[src/sv/fdl_pkg.sv]
package fdl_pkg;

  localparam int LineDepth = 4096;
  localparam int AddrW = $clog2(LineDepth);

  localparam logic [2:0] OP_WRITE   = 3'd0;
  localparam logic [2:0] OP_INT     = 3'd1;
  localparam logic [2:0] OP_LINEAR  = 3'd2;
  localparam logic [2:0] OP_HERMITE = 3'd3;
  localparam logic [2:0] OP_HYBRID  = 3'd4;

  localparam logic signed [32:0] BlendH = 33'sh059999999;
  localparam logic signed [32:0] BlendL = 33'sh026666666;

  typedef enum logic [3:0] {
    ST_CLEAR, ST_IDLE, ST_RD0, ST_RD1, ST_RD2, ST_RD3, ST_RD4,
    ST_M0, ST_M1, ST_M2, ST_M3, ST_M4, ST_FIN, ST_OUT
  } state_t;

  // commands from controller to datapath
  typedef struct packed {
    logic       clr_wr;
    logic       wr;
    logic       rd;
    logic [1:0] rd_sel;
    logic       cap;
    logic [2:0] cap_sel;
    logic       mul;
    logic [2:0] mstep;
    logic       load;
    logic       out_load;
  } cmd_t;

  function automatic logic signed [31:0] sat32(input logic signed [35:0] v);
    if (v > 36'sh07FFFFFFF) return 32'sh7FFFFFFF;
    if (v < -36'sh080000000) return 32'sh80000000;
    return v[31:0];
  endfunction

endpackage

[src/sv/fdl_ctrl.sv]
module fdl_ctrl (
  input  logic                      clk,
  input  logic                      rst,
  input  logic                      in_valid,
  output logic                      in_stall,
  input  logic [2:0]                op,
  output logic                      out_valid,
  input  logic                      out_stall,
  output fdl_pkg::cmd_t             cmd,
  output logic [fdl_pkg::AddrW-1:0] clr_addr
);
  import fdl_pkg::*;

  state_t state, state_next;
  logic [2:0] op_r;
  logic [AddrW-1:0] cnt;
  logic [3:0] step;
  logic accept;

  assign in_stall = (state != ST_IDLE);
  assign accept = in_valid && !in_stall;
  assign clr_addr = cnt;

  always_ff @(posedge clk) begin
    if (rst) begin
      state <= ST_CLEAR;
      cnt <= '0;
      out_valid <= 1'b0;
      step <= '0;
    end else begin
      state <= state_next;
      if (state == ST_CLEAR) cnt <= cnt + 1'b1;
      if (accept) op_r <= op;
      if (state == ST_M0) step <= step + 1'b1;
      else step <= '0;
      if (state == ST_FIN) out_valid <= 1'b1;
      else if (!out_stall) out_valid <= 1'b0;
    end
  end

  // sequence the clear pass, writes, reads then multiplies
  always_comb begin
    state_next = state;
    cmd = '0;
    cmd.cap_sel = 3'd0;
    unique case (state)
      ST_CLEAR: begin
        cmd.clr_wr = 1'b1;
        if (cnt == AddrW'(LineDepth - 1)) state_next = ST_IDLE;
      end
      ST_IDLE: begin
        if (accept) begin
          cmd.load = 1'b1;
          if (op == OP_WRITE) cmd.wr = 1'b1;
          else if (op == OP_INT || op == OP_LINEAR || op == OP_HERMITE ||
                   op == OP_HYBRID) state_next = ST_RD0;
        end
      end
      ST_RD0: begin cmd.rd = 1'b1; cmd.rd_sel = 2'd0; state_next = ST_RD1; end
      ST_RD1: begin
        cmd.rd = 1'b1; cmd.rd_sel = 2'd1; cmd.cap = 1'b1; cmd.cap_sel = 3'd0;
        state_next = (op_r == OP_INT) ? ST_OUT : ST_RD2;
      end
      ST_RD2: begin
        cmd.rd = 1'b1; cmd.rd_sel = 2'd2; cmd.cap = 1'b1; cmd.cap_sel = 3'd1;
        state_next = ST_RD3;
      end
      ST_RD3: begin
        cmd.rd = 1'b1; cmd.rd_sel = 2'd3; cmd.cap = 1'b1; cmd.cap_sel = 3'd2;
        state_next = ST_RD4;
      end
      ST_RD4: begin cmd.cap = 1'b1; cmd.cap_sel = 3'd3; state_next = ST_M0; end
      ST_M0: begin
        // steps: t2,t3,c1f,c2t2,c3t3,lin,(herm),blendH,blendL
        cmd.mul = 1'b1;
        unique case (step)
          4'd0: cmd.mstep = 3'd0;
          4'd1: cmd.mstep = 3'd1;
          4'd2: cmd.mstep = 3'd2;
          4'd3: cmd.mstep = 3'd3;
          4'd4: cmd.mstep = 3'd4;
          4'd5: cmd.mstep = 3'd5;
          4'd6: begin cmd.mstep = 3'd5; cmd.cap_sel = 3'd7; end
          4'd7: cmd.mstep = 3'd6;
          4'd8: cmd.mstep = 3'd7;
          default: cmd.mstep = 3'd5;
        endcase
        if ((op_r != OP_HYBRID && step == 4'd6) || step == 4'd8) state_next = ST_FIN;
      end
      ST_OUT: begin cmd.out_load = 1'b1; state_next = ST_FIN; end
      ST_FIN: begin
        if (op_r != OP_INT) cmd.out_load = 1'b1;
        state_next = ST_M1;
      end
      ST_M1: begin if (!out_valid || !out_stall) state_next = ST_IDLE; end
      default: state_next = ST_IDLE;
    endcase
  end

  a_no_accept_clear: assert property (@(posedge clk) disable iff (rst)
    state == ST_CLEAR |-> !accept) else $error("accept during clear");
  a_out_after_fin: assert property (@(posedge clk) disable iff (rst)
    state == ST_FIN |=> out_valid) else $error("result not shown");
  a_busy: assert property (@(posedge clk) disable iff (rst)
    state == ST_RD0 |-> in_stall) else $error("accept while busy");
endmodule

[config.mk]
export PLATFORM = sky130hd
export DESIGN_NAME = fdl_ctrl
export DESIGN_NICKNAME = d
export VERILOG_FILES = /design/src/sv/fdl_pkg.sv /design/src/sv/fdl_ctrl.sv
export SDC_FILE = /design/constraint.sdc
export NUM_CORES = 1
export LEC_CHECK = 0
export BUFFER_PORTS_ARGS = -buffer_cell sky130_fd_sc_hd__buf_2
export CORE_MARGIN = 1.5
export CORE_UTILIZATION = 50
export DETAILED_ROUTE_END_ITERATION = 10
export GPL_TIMING_DRIVEN = 0
export HOLD_SLACK_MARGIN = 0.05
export PLACE_DENSITY_LB_ADDON = 0.12
export SETUP_SLACK_MARGIN = 0.1
export SYNTH_ARGS = -nofsm -noshare
export SYNTH_HDL_FRONTEND = slang
export SYNTH_SLANG_ARGS = --single-unit
[constraint.sdc]
create_clock -name clk -period 1.8 [get_ports clk]
set_input_delay 0.09 -clock clk [delete_from_list [all_inputs] [get_ports clk]]
set_output_delay 0.09 -clock clk [all_outputs]
set_load 0.005 [all_outputs]
==> tab_implementation.tex <==
\begin{tabular}{lr}
\hline
Metric & Value \\
\hline
\multicolumn{2}{l}{\textbf{Clocking}} \\
\quad Clock latency reported for the late side of the worst-skew pair & 0.31 ns \\
\quad Clock input transition at the sequential cells of the worst setup and hold paths & between 0.1 and 0.15 ns \\
\quad Count of clock tree sinks & 24 \\
\quad Deepest clock path buffer count & 2 \\
\quad Clock buffers created by TritonCTS & 3 \\
\quad Number of H-tree levels & 1 \\
\quad CTS tree & built \\
\quad Root buffer selected by CTS & clkbuf\_4 \\
\multicolumn{2}{l}{\textbf{Die}} \\
\quad Area of the core & 2500 um\^{}2 \\
\quad Effective utilization at floorplan & 53.6\% \\
\quad Number of top-level pins & 36 \\
\quad Die height & 54.7 um \\
\quad Die W & 54.7 um \\
\quad Number of core rows & 18 \\
\quad Floorplan die area & approximately 3000 um\^{}2 \\
\multicolumn{2}{l}{\textbf{Final layout}} \\
\quad Net count, final & between 200 and 250 \\
\quad Register Area & about 520 um\^{}2 \\
\quad Inserted Diodes & 0 \\
\quad Share of the core filled with cells & a little over two thirds \\
\quad Layout overhead on the synthesized area & 31.5\% \\
\quad Multi-input combinational cell area & 807 um\^{}2 \\
\quad Final-layout fill cell count & 206 \\
\quad Share of final-layout standard cells stronger than drive strength 1 & 31.6\% \\
\multicolumn{2}{l}{\textbf{Routing}} \\
\quad WL per Instance & $\sim$13 um \\
\quad Number of DRC violations after detailed routing & 0 \\
\quad Final wirelength & approximately 3100 um \\
\quad Total via count after detailed routing & 1350 \\
\quad 1st-iter DRT viols & 25 \\
\quad Avg Vias per Cell & 5.51 \\
\quad Antenna viol nets, final & 0 \\
\quad Detailed-router iteration count before antenna repair & 4 \\
\multicolumn{2}{l}{\textbf{Synth}} \\
\quad Mean instance size in the synthesized netlist & roughly 8.1 um\^{}2 \\
\quad Fraction of the yosys area taken by sequential cells & about two fifths \\
\quad Total of warnings raised by yosys & 0 \\
\quad Synth Net Count & 178 \\
\quad Main combinational cell family by area after synthesis & simple AND/OR/NAND/NOR gates \\
\quad Area share of and/or/nand/nor cells after synthesis & 30.0\% \\
\quad Area fraction in compound gates after synthesis & between 10\% and 20\% \\
\quad Yosys reg bits & 24 \\
\quad FFs w/ async S/R, synth & 0\% \\
\quad Xor and xnor fraction of the mapped netlist area & 9.81\% \\
\quad Count of unique library cells instantiated by Yosys & 36 \\
\quad Post-synthesis mux area share & 0.748\% \\
\quad Number of standard cells after synthesis & approximately 170 \\
\quad Post-synthesis share of cell area spent on full adders, half adders and majority gates & 4.67\% \\
\quad Number of flops mapped to enable cells by yosys & 3 \\
\quad Top\_reg\_cell synth & dfxtp\_1 \\
\quad Post-Syn Area & 1340 um\^{}2 \\
\multicolumn{2}{l}{\textbf{Timing}} \\
\quad Max-slew violation total from the final report & 0 \\
\quad Pin slew with the least headroom to its limit & 0.473 ns \\
\quad Fin crit share & 93.9\% \\
\quad Unrepaired setup endpoints after global routing & true \\
\quad Max Clock Skew & 0.00702 ns \\
\quad Final Hold Viols & 0 \\
\quad Maximum clock frequency & 0.592 GHz \\
\quad Shortest period the worst path allows & 1.69 ns \\
\quad Relative max-transition margin & 68.5\% \\
\quad Setup violation total in the final timing report & 0 \\
\quad TNS Setup & 0 ns \\
\multicolumn{2}{l}{\textbf{Global route}} \\
\quad GRT overflow & 0 \\
\quad First-pass GRT wire length & 4570 um \\
\quad Antenna violations before repair & 0 \\
\quad Global routing usage on met2 & 35.7\% \\
\quad Vias in the first global route & 1085 \\
\quad GRT met1 Usage & about 26\% \\
\quad Pin count of the biggest net entering global routing & 14 \\
\quad Overall track demand over capacity in global routing & 20.8\% \\
\quad Met3 usage & 2.46\% \\
\quad Most used routing layer in global routing & met2 \\
\multicolumn{2}{l}{\textbf{Setup path}} \\
\quad Worst Setup End Kind & output pin \\
\quad CP Max Fanout & 10 \\
\quad Data arrival time of the critical path & 1.60 ns \\
\quad Critical Path Source Type & register \\
\quad Required time of the worst setup path & approximately 1.7 ns \\
\quad Critical path type & register to output pin \\
\multicolumn{2}{l}{\textbf{Place}} \\
\quad Dpl hpwl & 2140 um \\
\quad Count of input and output buffers & 35 \\
\quad Last weighted congestion value of the routability-driven placer & 0.754 \\
\multicolumn{2}{l}{\textbf{Power and ir drop}} \\
\quad Sw Pwr & 0.186 mW \\
\quad Power density over the cells & 477 nW/um\^{}2 \\
\quad Standby leakage power & 0.737 nW \\
\quad Clock network fraction of design power & about 29\% \\
\quad Share of power burned in combinational logic & roughly 5.6\% \\
\quad Cell internal pwr & 0.654 mW \\
\quad Share of total power in sequential cells & 65.6\% \\
\quad IR Drop Worst-Case VDD & roughly 0.00034 V \\
\quad Net switching fraction of the power & 22.1\% \\
\multicolumn{2}{l}{\textbf{Outcome}} \\
\quad Status & finished, final reports clean \\
\multicolumn{2}{l}{\textbf{Run}} \\
\quad Maximum capacitance violations & 0 \\
\multicolumn{2}{l}{\textbf{Hold path}} \\
\quad Type of the most critical hold path & input port to register \\
\hline
\end{tabular}
final timing paths:
| check | from | to | slack (ns) | cells after the start |
|---|---|---|---|---|
| worst max-delay path | state[3]$_SDFFE_PP0P_ | cmd[7] | 0.11 | 6 |
| worst max register to register | op_r[1]$_DFFE_PP_ | state[0]$_SDFFE_PP0P_ | 0.13 | 4 |
| worst min register to register | out_valid$_SDFFE_PP0P_ | out_valid$_SDFFE_PP0P_ | 0.50 | 2 |
| worst min-delay path | rst | state[0]$_SDFFE_PP0P_ | 0.10 | 3 |
layout make-up:
type,instances,share of cell area [%]
inverters,9,2.06
repair buffers,46,15.2
multi-input cells,123,45.8
clock buffers,4,1.49
plain buffers,9,3.70
flip-flops and latches,24,29.6
well taps,30,2.13
sequential cells by signal, indices dropped and copies added (netlist names):
signal     count
clr_addr      12
op_r           3
out_valid      1
state          4
step           4
cells by family (layout without fill, tap and decap cells):
group                      after synthesis  in the layout
DFF                                     24             24
buffers and inverters                   19             68
adders and majority gates                5              5
AOI/OAI and AO/OA                       23             23
muxes                                    1              1
and+or+nand+nor                         79             79
xor gates and xnor gates                15             15
metrics by stage:
stage	cells	power, mW	hold slack (ns)	instance area (um^2)	setup slack [ns]
after floorplan	166	0.586	0.189	1340	0.248
after global placement	231	0.604	0.288	1550	0.152
after detailed placement	231	0.606	0.294	1550	0.106
after CTS	240	0.849	0.0746	1670	0.0854
after global routing	245	0.874	0.0988	1760	0.0463
final	245	0.840	0.101	1760	0.110
cell usage after synthesis (2+ instances only):
library cell / instances / area (um^2)
edfxtp_1: 3 / 90.1
dfxtp_1: 21 / 420
nor3_1: 4 / 20.0
nand3_1: 7 / 35.0
and3_1: 3 / 18.8
xor2_1: 8 / 70.1
nor2_1: 28 / 105
buf_4: 2 / 15.0
a21oi_1: 8 / 40.0
o21ai_0: 6 / 30.0
or3_1: 3 / 18.8
a21boi_0: 2 / 15.0
nor3b_1: 2 / 15.0
inv_1: 9 / 33.8
o31a_1: 3 / 26.3
nand2b_1: 4 / 25.0
clkbuf_1: 6 / 22.5
nor4_1: 3 / 18.8
nand2_1: 11 / 41.3
nand4_1: 5 / 31.3
nand3b_1: 3 / 22.5
ha_1: 5 / 62.6
xnor2_1: 7 / 61.3
critical path: stages, from the launching register on:
cell and delay (ns):
dfxtp_2 0.35, buf_4 0.17, inv_1 0.09, nand2_2 0.08
or3_4 0.39, o21ai_1 0.08, buf_2 0.13
power by group through the flow:
stage                     logic [mW]  clock network (mW)  registers (mW)
after global routing          0.0530               0.268           0.552
after detailed placement      0.0397                   0           0.566
after CTS                     0.0463               0.248           0.554
final                         0.0471               0.242           0.551
after global placement        0.0385                   0           0.566
after floorplan               0.0199                   0           0.566
cells in the final DEF, fill, tap and decap left out, types with 5 or more instances in the layout:
cell type  netlist  layout
a21oi_1          8       8
buf_2            1      35
buf_4            2       9
dfxtp_1         21      17
inv_1            9       7
nand2_1         11      10
nand3_1          7       7
nand4_1          5       5
nor2_1          28      27
xnor2_1          7       7
xor2_1           8       8
timing repair:
item	4_1_cts	5_1_grt
endpoints found under the setup margin	14	11
endpoints found under the hold margin	4	0
hold buffers	4	0
buffers inserted	2	5
pin swaps	1	3
gates resized for setup	17	16
routing by layer:
metal  up-vias  wire (um)
met5         -          0
met4         0         19
met3         2        124
met2        35       1590
met1       646       1420
li1        667          -
No activity file was read; power rests on OpenSTA's default activity.
